==> src/rtl/core/ghs_pkg.sv <==
package ghs_pkg;

    localparam int IN_LEVEL_BITS  = 8;
    localparam int OUT_LEVEL_BITS = 8;
    localparam int MEAN_BITS      = 16;
    localparam int SD_BITS        = 15;

    localparam logic [MEAN_BITS-1:0] MEAN_MAX = '1;
    localparam logic [SD_BITS-1:0]   SD_MAX   = '1;

    typedef struct packed {
        logic [IN_LEVEL_BITS-1:0] pixel;
        logic                     last;
    } in_t;

    typedef struct packed {
        logic [OUT_LEVEL_BITS-1:0] min_level;
        logic [OUT_LEVEL_BITS-1:0] max_level;
        logic [OUT_LEVEL_BITS-1:0] level_span;
        logic [MEAN_BITS-1:0]      mean_level;
        logic [SD_BITS-1:0]        std_dev;
        logic                      empty_res;
    } out_t;

endpackage

==> src/rtl/core/gray_histogram_statistics_top.sv <==
// Throughput: one pixel request per cycle while full is low;
// full rises only when two closed images wait.
// Per image the back end (L = min(LEVEL_BITS,8)) runs three shift-add multiplies,
// two restoring divides and one bit-pair square root.
// An image with no counted pixel skips the arithmetic and goes from idle through done to the output.
// Reset (rst_n low, asynchronous) clears the accumulators, queues and the zero-skip setting.
module gray_histogram_statistics_top #(
    parameter int PIXEL_COUNT_BITS = 20,
    parameter int LEVEL_BITS       = 8
) (
    input  logic          clk,
    input  logic          rst_n,
    input  logic          push,
    output logic          full,
    input  ghs_pkg::in_t  in_data,
    output logic          empty,
    input  logic          pop,
    output ghs_pkg::out_t out_data,
    input  logic          cfg_wen,
    input  logic          cfg_wdata
);
    import ghs_pkg::*;

    localparam int LW  = (LEVEL_BITS > IN_LEVEL_BITS) ? IN_LEVEL_BITS : LEVEL_BITS;
    localparam int CW  = PIXEL_COUNT_BITS + 1;
    localparam int SNW = CW + (CW + LW) + (CW + 2 * LW) + 2 * LW;

    logic           accept;
    logic           snap_push;
    logic [SNW-1:0] snap_in;
    logic [SNW-1:0] snap_out;
    logic           snap_full;
    logic           snap_empty;
    logic           snap_pop;

    assign full   = snap_full;
    assign accept = push && !snap_full;

    ghs_front #(
        .CW (CW),
        .LW (LW)
    ) u_front (
        .clk       (clk),
        .rst_n     (rst_n),
        .cfg_wen   (cfg_wen),
        .cfg_wdata (cfg_wdata),
        .accept    (accept),
        .in_data   (in_data),
        .snap_push (snap_push),
        .snap_data (snap_in)
    );

    ghs_queue #(
        .WIDTH (SNW),
        .DEPTH (2)
    ) u_queue (
        .clk   (clk),
        .rst_n (rst_n),
        .push  (snap_push),
        .din   (snap_in),
        .full  (snap_full),
        .pop   (snap_pop),
        .dout  (snap_out),
        .empty (snap_empty)
    );

    ghs_back #(
        .CW (CW),
        .LW (LW)
    ) u_back (
        .clk        (clk),
        .rst_n      (rst_n),
        .snap_empty (snap_empty),
        .snap_data  (snap_out),
        .snap_pop   (snap_pop),
        .empty      (empty),
        .pop        (pop),
        .out_data   (out_data)
    );

endmodule

==> src/rtl/core/ghs_front.sv <==
module ghs_front #(
    parameter int CW = 21,
    parameter int LW = 8
) (
    input  logic                                 clk,
    input  logic                                 rst_n,
    input  logic                                 cfg_wen,
    input  logic                                 cfg_wdata,
    input  logic                                 accept,
    input  ghs_pkg::in_t                         in_data,
    output logic                                 snap_push,
    output logic [CW+(CW+LW)+(CW+2*LW)+2*LW-1:0] snap_data
);
    import ghs_pkg::*;

    localparam int SW  = CW + LW;
    localparam int QSW = CW + 2 * LW;

    logic            iz_reg;
    logic [CW-1:0]   cnt_reg;
    logic [SW-1:0]   sum_reg;
    logic [QSW-1:0]  sq_reg;
    logic [LW-1:0]   min_reg;
    logic [LW-1:0]   max_reg;

    logic [LW-1:0]   px;
    logic [2*LW-1:0] px_sq;
    logic            counted;
    logic [CW-1:0]   cnt_next;
    logic [SW-1:0]   sum_next;
    logic [QSW-1:0]  sq_next;
    logic [LW-1:0]   min_next;
    logic [LW-1:0]   max_next;

    assign px      = in_data.pixel[LW-1:0];
    assign px_sq   = (2*LW)'(px) * (2*LW)'(px);
    assign counted = !(iz_reg && (px == '0)) && !cnt_reg[CW-1];

    always_comb
    begin
        cnt_next = cnt_reg;
        sum_next = sum_reg;
        sq_next  = sq_reg;
        min_next = min_reg;
        max_next = max_reg;
        if (counted)
        begin
            cnt_next = cnt_reg + CW'(1);
            sum_next = sum_reg + SW'(px);
            sq_next  = sq_reg + QSW'(px_sq);
            if (px < min_reg)
            begin
                min_next = px;
            end
            if (px > max_reg)
            begin
                max_next = px;
            end
        end
    end

    assign snap_push = accept && in_data.last;
    assign snap_data = {cnt_next, sum_next, sq_next, min_next, max_next};

    always_ff @(posedge clk or negedge rst_n)
    begin
        if (!rst_n)
        begin
            iz_reg  <= 1'b0;
            cnt_reg <= '0;
            sum_reg <= '0;
            sq_reg  <= '0;
            min_reg <= '1;
            max_reg <= '0;
        end
        else
        begin
            if (cfg_wen)
            begin
                iz_reg <= cfg_wdata;
            end
            if (accept)
            begin
                if (in_data.last)
                begin
                    cnt_reg <= '0;
                    sum_reg <= '0;
                    sq_reg  <= '0;
                    min_reg <= '1;
                    max_reg <= '0;
                end
                else
                begin
                    cnt_reg <= cnt_next;
                    sum_reg <= sum_next;
                    sq_reg  <= sq_next;
                    min_reg <= min_next;
                    max_reg <= max_next;
                end
            end
        end
    end

endmodule

==> src/rtl/core/ghs_queue.sv <==
module ghs_queue #(
    parameter int WIDTH = 96,
    parameter int DEPTH = 2
) (
    input  logic             clk,
    input  logic             rst_n,
    input  logic             push,
    input  logic [WIDTH-1:0] din,
    output logic             full,
    input  logic             pop,
    output logic [WIDTH-1:0] dout,
    output logic             empty
);
    localparam int AW = $clog2(DEPTH);
    localparam int NW = $clog2(DEPTH + 1);

    logic [WIDTH-1:0] entry_reg [DEPTH];
    logic [AW-1:0]    wr_ptr_reg;
    logic [AW-1:0]    rd_ptr_reg;
    logic [NW-1:0]    count_reg;
    logic             do_push;
    logic             do_pop;

    assign full    = (count_reg == NW'(DEPTH));
    assign empty   = (count_reg == '0);
    assign do_push = push && !full;
    assign do_pop  = pop && !empty;
    assign dout    = entry_reg[rd_ptr_reg];

    always_ff @(posedge clk)
    begin
        if (do_push)
        begin
            entry_reg[wr_ptr_reg] <= din;
        end
    end

    always_ff @(posedge clk or negedge rst_n)
    begin
        if (!rst_n)
        begin
            wr_ptr_reg <= '0;
            rd_ptr_reg <= '0;
            count_reg  <= '0;
        end
        else
        begin
            if (do_push)
            begin
                wr_ptr_reg <= (wr_ptr_reg == AW'(DEPTH - 1)) ? '0 : wr_ptr_reg + AW'(1);
            end
            if (do_pop)
            begin
                rd_ptr_reg <= (rd_ptr_reg == AW'(DEPTH - 1)) ? '0 : rd_ptr_reg + AW'(1);
            end
            if (do_push && !do_pop)
            begin
                count_reg <= count_reg + NW'(1);
            end
            else if (do_pop && !do_push)
            begin
                count_reg <= count_reg - NW'(1);
            end
        end
    end

endmodule

==> src/rtl/core/ghs_back.sv <==
module ghs_back #(
    parameter int CW = 21,
    parameter int LW = 8
) (
    input  logic                                 clk,
    input  logic                                 rst_n,
    input  logic                                 snap_empty,
    input  logic [CW+(CW+LW)+(CW+2*LW)+2*LW-1:0] snap_data,
    output logic                                 snap_pop,
    output logic                                 empty,
    input  logic                                 pop,
    output ghs_pkg::out_t                        out_data
);
    import ghs_pkg::*;

    localparam int SW   = CW + LW;
    localparam int QSW  = CW + 2 * LW;
    localparam int PW   = CW + QSW;
    localparam int QW   = 2 * LW + 16;
    localparam int DSW  = PW + QW;
    localparam int MAXS = (SW > QW) ? SW : QW;
    localparam int CTW  = $clog2(MAXS + 1);

    typedef enum logic [2:0] {
        S_IDLE,
        S_MUL,
        S_DIV,
        S_SQRT,
        S_DONE
    } state_t;

    typedef enum logic [1:0] {
        MUL_NS2,
        MUL_SS,
        MUL_NN
    } mul_sel_t;

    typedef enum logic {
        DIV_MEAN,
        DIV_VAR
    } div_sel_t;

    logic [CW-1:0]  snap_n;
    logic [SW-1:0]  snap_s;
    logic [QSW-1:0] snap_s2;
    logic [LW-1:0]  snap_mn;
    logic [LW-1:0]  snap_mx;

    state_t           state_reg;
    mul_sel_t         mul_sel_reg;
    div_sel_t         div_sel_reg;
    logic [CTW-1:0]   step_reg;
    logic [CW-1:0]    n_reg;
    logic [SW-1:0]    s_reg;
    logic [LW-1:0]    mn_reg;
    logic [LW-1:0]    mx_reg;
    logic [PW-1:0]    acc_reg;
    logic [PW-1:0]    mcand_reg;
    logic [SW-1:0]    mplier_reg;
    logic [PW-1:0]    diff_reg;
    logic [2*CW-1:0]  dvsr_reg;
    logic [DSW-1:0]   rem_reg;
    logic [DSW-1:0]   ds_reg;
    logic [QW-1:0]    quo_reg;
    logic [QW-1:0]    v_reg;
    logic [QW-1:0]    root_reg;
    logic [QW-1:0]    bit_reg;
    logic [MEAN_BITS-1:0] mean_reg;
    logic [SD_BITS-1:0]   sd_reg;
    logic             none_reg;
    logic             out_valid_reg;
    out_t             out_reg;

    logic [PW-1:0]    mul_sum;
    logic             div_ge;
    logic [DSW-1:0]   div_rem;
    logic [QW-1:0]    quo_next;
    logic [QW:0]      sq_trial;
    logic             sq_ge;
    logic [QW-1:0]    root_next;
    logic [QW-1:0]    v_next;
    logic             last_step;
    logic             out_free;
    logic             out_load;
    logic [MEAN_BITS-1:0] mean_sat;
    logic [SD_BITS-1:0]   sd_sat;

    assign {snap_n, snap_s, snap_s2, snap_mn, snap_mx} = snap_data;

    assign mul_sum   = acc_reg + (mplier_reg[0] ? mcand_reg : '0);
    assign div_ge    = (rem_reg >= ds_reg);
    assign div_rem   = div_ge ? (rem_reg - ds_reg) : rem_reg;
    assign quo_next  = {quo_reg[QW-2:0], div_ge};
    assign sq_trial  = {1'b0, root_reg} + {1'b0, bit_reg};
    assign sq_ge     = ({1'b0, v_reg} >= sq_trial);
    assign root_next = sq_ge ? ((root_reg >> 1) + bit_reg) : (root_reg >> 1);
    assign v_next    = sq_ge ? (v_reg - sq_trial[QW-1:0]) : v_reg;
    assign last_step = (step_reg == CTW'(1));
    assign out_free  = !out_valid_reg || pop;
    assign out_load  = (state_reg == S_DONE) && out_free;
    assign mean_sat  = (quo_next > QW'(MEAN_MAX)) ? MEAN_MAX : quo_next[MEAN_BITS-1:0];
    assign sd_sat    = (root_next > QW'(SD_MAX)) ? SD_MAX : root_next[SD_BITS-1:0];

    assign snap_pop  = (state_reg == S_IDLE) && !snap_empty;
    assign empty     = !out_valid_reg;
    assign out_data  = out_reg;

    always_ff @(posedge clk or negedge rst_n)
    begin
        if (!rst_n)
        begin
            state_reg     <= S_IDLE;
            mul_sel_reg   <= MUL_NS2;
            div_sel_reg   <= DIV_MEAN;
            step_reg      <= '0;
            n_reg         <= '0;
            s_reg         <= '0;
            mn_reg        <= '0;
            mx_reg        <= '0;
            acc_reg       <= '0;
            mcand_reg     <= '0;
            mplier_reg    <= '0;
            diff_reg      <= '0;
            dvsr_reg      <= '0;
            rem_reg       <= '0;
            ds_reg        <= '0;
            quo_reg       <= '0;
            v_reg         <= '0;
            root_reg      <= '0;
            bit_reg       <= '0;
            mean_reg      <= '0;
            sd_reg        <= '0;
            none_reg      <= 1'b0;
            out_reg       <= '0;
            out_valid_reg <= 1'b0;
        end
        else
        begin
            if (out_load)
            begin
                out_valid_reg <= 1'b1;
            end
            else if (pop && out_valid_reg)
            begin
                out_valid_reg <= 1'b0;
            end
            unique case (state_reg)
                S_IDLE:
                begin
                    if (!snap_empty)
                    begin
                        n_reg  <= snap_n;
                        s_reg  <= snap_s;
                        mn_reg <= snap_mn;
                        mx_reg <= snap_mx;
                        if (snap_n == '0)
                        begin
                            none_reg  <= 1'b1;
                            mean_reg  <= '0;
                            sd_reg    <= '0;
                            state_reg <= S_DONE;
                        end
                        else
                        begin
                            none_reg    <= 1'b0;
                            acc_reg     <= '0;
                            mcand_reg   <= PW'(snap_s2);
                            mplier_reg  <= SW'(snap_n);
                            step_reg    <= CTW'(SW);
                            mul_sel_reg <= MUL_NS2;
                            state_reg   <= S_MUL;
                        end
                    end
                end
                S_MUL:
                begin
                    if (last_step)
                    begin
                        acc_reg <= '0;
                        unique case (mul_sel_reg)
                            MUL_NS2:
                            begin
                                diff_reg    <= mul_sum;
                                mcand_reg   <= PW'(s_reg);
                                mplier_reg  <= s_reg;
                                step_reg    <= CTW'(SW);
                                mul_sel_reg <= MUL_SS;
                            end
                            MUL_SS:
                            begin
                                diff_reg    <= diff_reg - mul_sum;
                                mcand_reg   <= PW'(n_reg);
                                mplier_reg  <= SW'(n_reg);
                                step_reg    <= CTW'(SW);
                                mul_sel_reg <= MUL_NN;
                            end
                            MUL_NN:
                            begin
                                dvsr_reg    <= mul_sum[2*CW-1:0];
                                rem_reg     <= DSW'(s_reg) << 8;
                                ds_reg      <= DSW'(n_reg) << (QW - 1);
                                quo_reg     <= '0;
                                step_reg    <= CTW'(QW);
                                div_sel_reg <= DIV_MEAN;
                                state_reg   <= S_DIV;
                            end
                            default:
                            begin
                                state_reg <= S_IDLE;
                            end
                        endcase
                    end
                    else
                    begin
                        acc_reg    <= mul_sum;
                        mcand_reg  <= mcand_reg << 1;
                        mplier_reg <= mplier_reg >> 1;
                        step_reg   <= step_reg - CTW'(1);
                    end
                end
                S_DIV:
                begin
                    if (last_step)
                    begin
                        unique case (div_sel_reg)
                            DIV_MEAN:
                            begin
                                mean_reg    <= mean_sat;
                                rem_reg     <= DSW'(diff_reg) << 16;
                                ds_reg      <= DSW'(dvsr_reg) << (QW - 1);
                                quo_reg     <= '0;
                                step_reg    <= CTW'(QW);
                                div_sel_reg <= DIV_VAR;
                            end
                            DIV_VAR:
                            begin
                                v_reg     <= quo_next;
                                root_reg  <= '0;
                                bit_reg   <= QW'(1) << (QW - 2);
                                step_reg  <= CTW'(QW / 2);
                                state_reg <= S_SQRT;
                            end
                            default:
                            begin
                                state_reg <= S_IDLE;
                            end
                        endcase
                    end
                    else
                    begin
                        rem_reg  <= div_rem;
                        ds_reg   <= ds_reg >> 1;
                        quo_reg  <= quo_next;
                        step_reg <= step_reg - CTW'(1);
                    end
                end
                S_SQRT:
                begin
                    v_reg    <= v_next;
                    root_reg <= root_next;
                    bit_reg  <= bit_reg >> 2;
                    step_reg <= step_reg - CTW'(1);
                    if (last_step)
                    begin
                        sd_reg    <= sd_sat;
                        state_reg <= S_DONE;
                    end
                end
                S_DONE:
                begin
                    if (out_free)
                    begin
                        out_reg.min_level  <= none_reg ? '0 : OUT_LEVEL_BITS'(mn_reg);
                        out_reg.max_level  <= none_reg ? '0 : OUT_LEVEL_BITS'(mx_reg);
                        out_reg.level_span <= none_reg ? '0 : OUT_LEVEL_BITS'(mx_reg - mn_reg);
                        out_reg.mean_level <= mean_reg;
                        out_reg.std_dev    <= sd_reg;
                        out_reg.empty_res  <= none_reg;
                        state_reg          <= S_IDLE;
                    end
                end
                default:
                begin
                    state_reg <= S_IDLE;
                end
            endcase
        end
    end

endmodule

==> config.mk <==
export PLATFORM = sky130hd
export DESIGN_NAME = gray_histogram_statistics_top
export DESIGN_NICKNAME = d
export VERILOG_FILES = /design/src/rtl/core/ghs_pkg.sv /design/src/rtl/core/gray_histogram_statistics_top.sv /design/src/rtl/core/ghs_front.sv /design/src/rtl/core/ghs_queue.sv /design/src/rtl/core/ghs_back.sv
export SDC_FILE = /design/constraint.sdc
export NUM_CORES = 2
export LEC_CHECK = 0
export BUFFER_PORTS_ARGS = -buffer_cell sky130_fd_sc_hd__buf_2
export CORE_ASPECT_RATIO = 0.6
export CORE_UTILIZATION = 53
export DETAILED_ROUTE_END_ITERATION = 10
export PLACE_DENSITY_LB_ADDON = 0.12
export SLEW_MARGIN = 20
export SYNTH_ARGS = -nofsm -noshare
export SYNTH_HDL_FRONTEND = slang
export SYNTH_SLANG_ARGS = --single-unit
==> constraint.sdc <==
create_clock -name clk -period 7.5 [get_ports clk]
set_input_delay 0.375 -clock clk [delete_from_list [all_inputs] [get_ports clk]]
set_output_delay 0.375 -clock clk [all_outputs]
set_load 0.01 [all_outputs]
-- Yosys cells after proc, flatten, opt, wreduce, memory -nomap -nowiden
Memories as Yosys holds them, arrays and structs flattened.
Index checks and enable logic that the tools add are counted.
- bits in writable memories: 206
- output and inout port bits: 58
- word-level logic and storage cells: 241
- memories: 1
- register bits after elaboration: 827
- input bits: 15
- reduce and logical (&&, ||, !) cells: 50
- magnitude comparators: 6
- eq/ne operators: 25
- multiplexer cells: 103
- multipliers: 1
- $add $sub $neg: 15
- bitwise logic cells: 2
- memory list (name ; words ; bits a word ; read ports ; clocked after Yosys merged registers in ; write ports ; line ; text):
    u_queue.entry_reg ; 2 ; 103 ; 1 ; 0 ; 1 ; ghs_queue.sv:17 ; logic [WIDTH-1:0] entry_reg [DEPTH];
- operator list (operator ; number):
    90-bit two-way mux ; 9
    58-bit one-hot mux with 2 select lines ; 4
    58-bit two-way mux ; 7
    90-bit one-hot mux with 2 select lines ; 2
    32-bit two-way mux ; 8
    32-bit one-hot mux with 2 select lines ; 3
    29-bit two-way mux ; 5
    31-bit two-way mux ; 4
    29-bit one-hot mux with 2 select lines ; 2
    90-bit >= comparator ; 1
    90-bit subtractor ; 1
    16-bit two-way mux ; 5
    37-bit two-way mux ; 2
    8-bit two-way mux ; 9
    31-bit one-hot mux with 2 select lines ; 1
    15-bit two-way mux ; 4
    58-bit adder ; 1
    58-bit subtractor ; 1
    21-bit two-way mux ; 2
    37-bit by 16-bit adder with 37-bit output ; 1
    32-bit by 32-bit adder with 33-bit output ; 1
    32-bit by 33-bit >= comparator with 1-bit output ; 1
    31-bit by 32-bit adder with 32-bit output ; 1
    32-bit by 15-bit greater-than comparator with 1-bit output, second input constant ; 1
    51 further kinds ; 126

-- Longest topological paths before layout
- depth in word-level cells: 9
- mapped depth: 32
- mapped depth without buffers: 29

-- Cells and area by module
From an unflattened synthesis, not the netlist that was laid out.
- cells, all modules: 6841
- area total of the unflattened synthesis: 62013.2 sq um
- by module, submodules not included (module ; seq. area each (sq um) ; area each (sq um) ; cells an instance ; times used):
    ghs_back ; 17166.5 ; 44834.2 ; 5431 ; 1
    ghs_front ; 2612.5 ; 9283.9 ; 1069 ; 1
    ghs_queue ; 6286.0 ; 7881.3 ; 340 ; 1
    gray_histogram_statistics_top ; 0.0 ; 13.8 ; 1 ; 1

-- Worst setup path after synthesis
OpenSTA, ideal clock, no wires.
- kind: flip-flop to flip-flop
- start: register u_back.mplier_reg[0]
- end: register u_back.diff_reg[52]
- data required time: 7.424 ns
- path buffers: 3
- clock period less this slack: 5.960 ns
- data arrival time: 5.883 ns
- cell stages (with the launch flop): 30
- setup time: 0.076 ns
- slack: 1.540 ns
- cell sequence: dfrtp_1 > clkbuf_1 > clkbuf_1 > and2_1 > ha_1 > and3_1 > and3_1 > a211oi_1 > a211oi_1 > or2_2 > nand2_1 > nand2_1 > o21ai_0 > o21ai_0 > a21boi_0 > xor2_1 > ha_1 > clkbuf_1 > a21oi_1 > nand3b_1 > a21oi_1 > nor3_1 > or3_1 > a41o_1 > o21a_1 > nor2_1 > o21ai_1 > xnor2_1 > mux2_2 > o21ai_1
- word-level cells in the longest chain between the ends: 4
- ends and longest elaborated chain (what ; line ; text):
    start: declaration ; ghs_back.sv:59 ; logic [SW-1:0] mplier_reg;
    start signal: assignment ; ghs_back.sv:168 ; mplier_reg <= SW'(snap_n);
    start signal: assignment ; ghs_back.sv:185 ; mplier_reg <= s_reg;
    start signal: assignment ; ghs_back.sv:193 ; mplier_reg <= SW'(n_reg);
    58-bit two-way mux (*) ; ghs_back.sv:90 ; assign mul_sum = acc_reg + (mplier_reg[0] ? mcand_reg : '0);
    58-bit adder (*) ; ghs_back.sv:90 ;
    58-bit subtractor ; ghs_back.sv:191 ; diff_reg <= diff_reg - mul_sum;
    58-bit one-hot mux with 2 select lines (*) ; ghs_back.sv:180 ; unique case (mul_sel_reg)
    end signal: assignment ; ghs_back.sv:183 ; diff_reg <= mul_sum;
    end signal: assignment ; ghs_back.sv:191 ;
    end: declaration ; ghs_back.sv:60 ; logic [PW-1:0] diff_reg;
Every way passes the cells marked *; elsewhere a longest branch is shown, timed or not.
A chain may end at the register's enable or synchronous reset.

-- Final worst setup path
Ends and elaborated chain as after synthesis.

==> results by group <==
Drt
  • 1st-pass router iterations: 6
  • Vias per cell: 6.08
  • DRC: 0
  • Mean routed wirelength per cell: around 21 um
  • Final antenna-violating net count: 0
  • DR iter-0 viols: between 5,000 and 6,000
  • Final WL: 173,000 um
  • Total number of vias: 49,557

Synthesis
  • Post-synth EDFFs: slightly above 200
  • Seq cells post-synth: 1,000
  • Synth area leaders: dfrtp_1 (32%), edfxtp_1 (10%), ha_1 (6.8%), nand2_1 (6.1%), o21ai_0 (5.7%)
  • Post-synth cell types: 103
  • Top cell type's share of synthesized area: ~32%
  • Avg Inst Size Synth: between 9 and 10 um2
  • Primary FF master, synth: dfrtp_1
  • Mapped Nets: just over 7,000
  • Synth Cell Area: 60,700 um2
  • Fraction of registers with async set/reset: 79.4%
  • Sequential fraction of the synthesis area: 43.0%
  • Post-synth top area cell: dfrtp_1
  • Syn Inst Count: between 6,000 and 7,000
  • Yosys Warn Count: 0

Setup path
  • Crit path DAT: 7.61 ns
  • Slowest CP cell: dfrtp_1
  • FF-to-FF path depth: 27
  • Crit Path Class: reg -> reg
  • Nature of the critical path startpoint: flop
  • CP peak stage delay: 0.55 ns
  • Worst-path fanout max: 49
  • Crit-path most repeated cell: a21oi_1
  • CP Data Required Time: 8.13 ns
  • Worst Setup End Kind: flop

Finish
  • Commonest cells after routing, fill and taps aside: nand2_1 (986), dfrtp_1 (785), o21ai_0 (694), a21oi_1 (503), nor2_1 (473)
  • Multi-input logic area: 32,300 um2
  • Register area: roughly 26,000 um2
  • P&R area growth vs syn: 8.33%
  • Flip-flop count of the largest register after layout: 206
  • Nets: 6,954
  • # fillers: 9,920
  • Commonest non-fill, non-tap cell in the layout: nand2_1
  • Layout Utilization: 58.3%
  • Share of layout cells above drive strength 1: 7.04%

Floorplan
  • Die area: 116,000 um2
  • Core region area: 113,000 um2
  • Initial Util: 53.8%
  • Die Y: 264 um
  • Row cnt: 95
  • IO Count: 73
  • Die X: ~440 um

Global routing
  • Overflow left after global routing: 0
  • GRT Resource Usage Total: 29.6%
  • Initial antenna violation count: 2
  • Pin count of the biggest net entering global routing: roughly 140
  • Number of global-route vias before repair: between 40,000 and 50,000
  • First-pass GRT wire length: roughly 270,000 um

Pwr
  • Max rail drop VDD: about 0.26 mV
  • Power density cells: 426 nW/um2
  • Leak Pwr: approximately 0.030 uW

Hold path
  • Worst Hold Class: in -> reg
  • Hold Crit Depth: 3

Clock network
  • Clock Latency Late Sink: between 0.7 and 0.8 ns
  • Clk sink count: 1,000
  • CTS tree: yes
  • CTS buffer count: 97
  • Root buf cell: clkbuf_16
  • # Post-CTS Setup Buffers: 0
  • Clock buffer depth: 3
  • H-tree Lvls: 3
  • Worst-path clk slew: 0.06 ns

Outcome
  • Status: complete, no violations

STA
  • Pins Over Slew Limit: 0
  • Unrepaired setup endpoints after global routing: false
  • Maximum clock frequency: 143 MHz
  • Hold Vio Cnt, Final: 0
  • Clock skew: just over 0.03 ns
  • Part of the cycle the worst path needs: between 90 and 100%
  • Slew HR: 21.8%
  • TNS Setup: 0 ns
  • Final Critical Period: 6.98 ns
  • Setup violators final: 0
  • Worst-Margin Slew: 1.16 ns

Placement
  • Port Buf Inserts: 72
  • Dpl hpwl: 126,000 um
  • Placer Congestion: ~0.95

Flow run
  • # Max-Cap Violations: 0
[cell families after synthesis]
kind of cell | count (synthesis) | share of synthesized area (%)
compound gates | 2032 | 20.7
xor+xnor | 362 | 5.24
fa+ha+maj | 374 | 8.27
buf+inv | 644 | 4.09
flops | 1000 | 43.0
mux | 186 | 3.16
simple gates | 2113 | 15.6
[stage by stage]
step	instance area (um2)	setup WS (ns)	hold WS [ns]	total power, uW	std cells
after global placement	62200	0.551	0.448	22100	7965
after CTS	65700	0.287	0.174	27700	8152
after floorplan	60700	1.54	0.0794	18100	6711
after global routing	65700	0.0159	0.210	29800	8152
final	65700	0.520	0.223	28000	8153
after detailed placement	62200	0.331	0.452	22200	7966
[power by group]
| part | internal (uW) | leakage [uW] | switching (uW) |
|---|---|---|---|
| Clock | 3030 | 0.00167 | 2330 |
| Sequential | 6730 | 0.0125 | 1010 |
| Combinational | 5680 | 0.0157 | 9190 |
| Total | 15400 | 0.0299 | 12500 |
[synthesized netlist by cell type, drive strengths merged (46+ instances only)]
cell type / n
and3: 54
a21oi: 507
mux2i: 141
nand4: 62
xor2: 153
o211ai: 51
and2: 105
a211oi: 46
inv: 246
nor3: 78
o21ai: 725
a21o: 188
nor2: 481
nand2b: 51
xnor2: 209
clkbuf: 351
dfrtp: 786
edfxtp: 206
a311oi: 48
nand3: 121
a22o: 97
ha: 329
o21bai: 53
nand2: 993
a31oi: 78
buf: 47
[worst paths after layout]
kind / from / endpoint / slack, ns
min in group asynchronous: rst_n / u_back.mn_reg[4] / 0.30
max in group asynchronous: rst_n / u_back.root_reg[8] / 5.64
worst min register to register: u_back.mean_reg[11] / u_back.mean_reg[11] / 0.46
worst max-delay path: u_back.mplier_reg[0] / u_back.diff_reg[52] / 0.52
worst max register to register: u_back.mplier_reg[0] / u_back.diff_reg[52] / 0.52
worst min-delay path: pop / u_back.state_reg[2] / 0.22
[repair_timing]
action                     4_1_cts  5_1_grt
setup endpoints to repair        0       28
hold buffers                     3        0
hold endpoints to repair        96        0
resized for setup                0       11
[worst max-delay path: cells and delay by family, from the launching register on]
family,cells,cell delay [ns]
DFF,1,0.55
buffers and inverters,2,0.51
AOI/OAI and AO/OA,15,3.55
adders and majority gates,2,0.59
and+or+nand+nor,5,1.10
muxes,1,0.27
xor gates and xnor gates,2,0.31
[layout make-up]
| class | instances | area share (%) |
|---|---|---|
| Tap cell | 1503 | 2.86 |
| Sequential cell | 1000 | 39.7 |
| Clock inverter | 54 | 1.10 |
| Clock buffer | 129 | 4.14 |
| Antenna cell | 1 | 0.00381 |
| Inverter | 246 | 1.41 |
| Timing Repair Buffer | 153 | 1.61 |
| Multi-Input combinational cell | 5067 | 49.2 |
[routing by layer]
metal	vias up	wire, um	global-route usage, %	part of all wire (%)
met3	152	14900	5.96	8.7
met5	-	34	0	0.020
met4	4	2250	4.50	1.3
met1	24139	89500	50.2	52
li1	23524	-	-	-
met2	1738	65900	38.0	38
(Power assumes the default switching activity.)
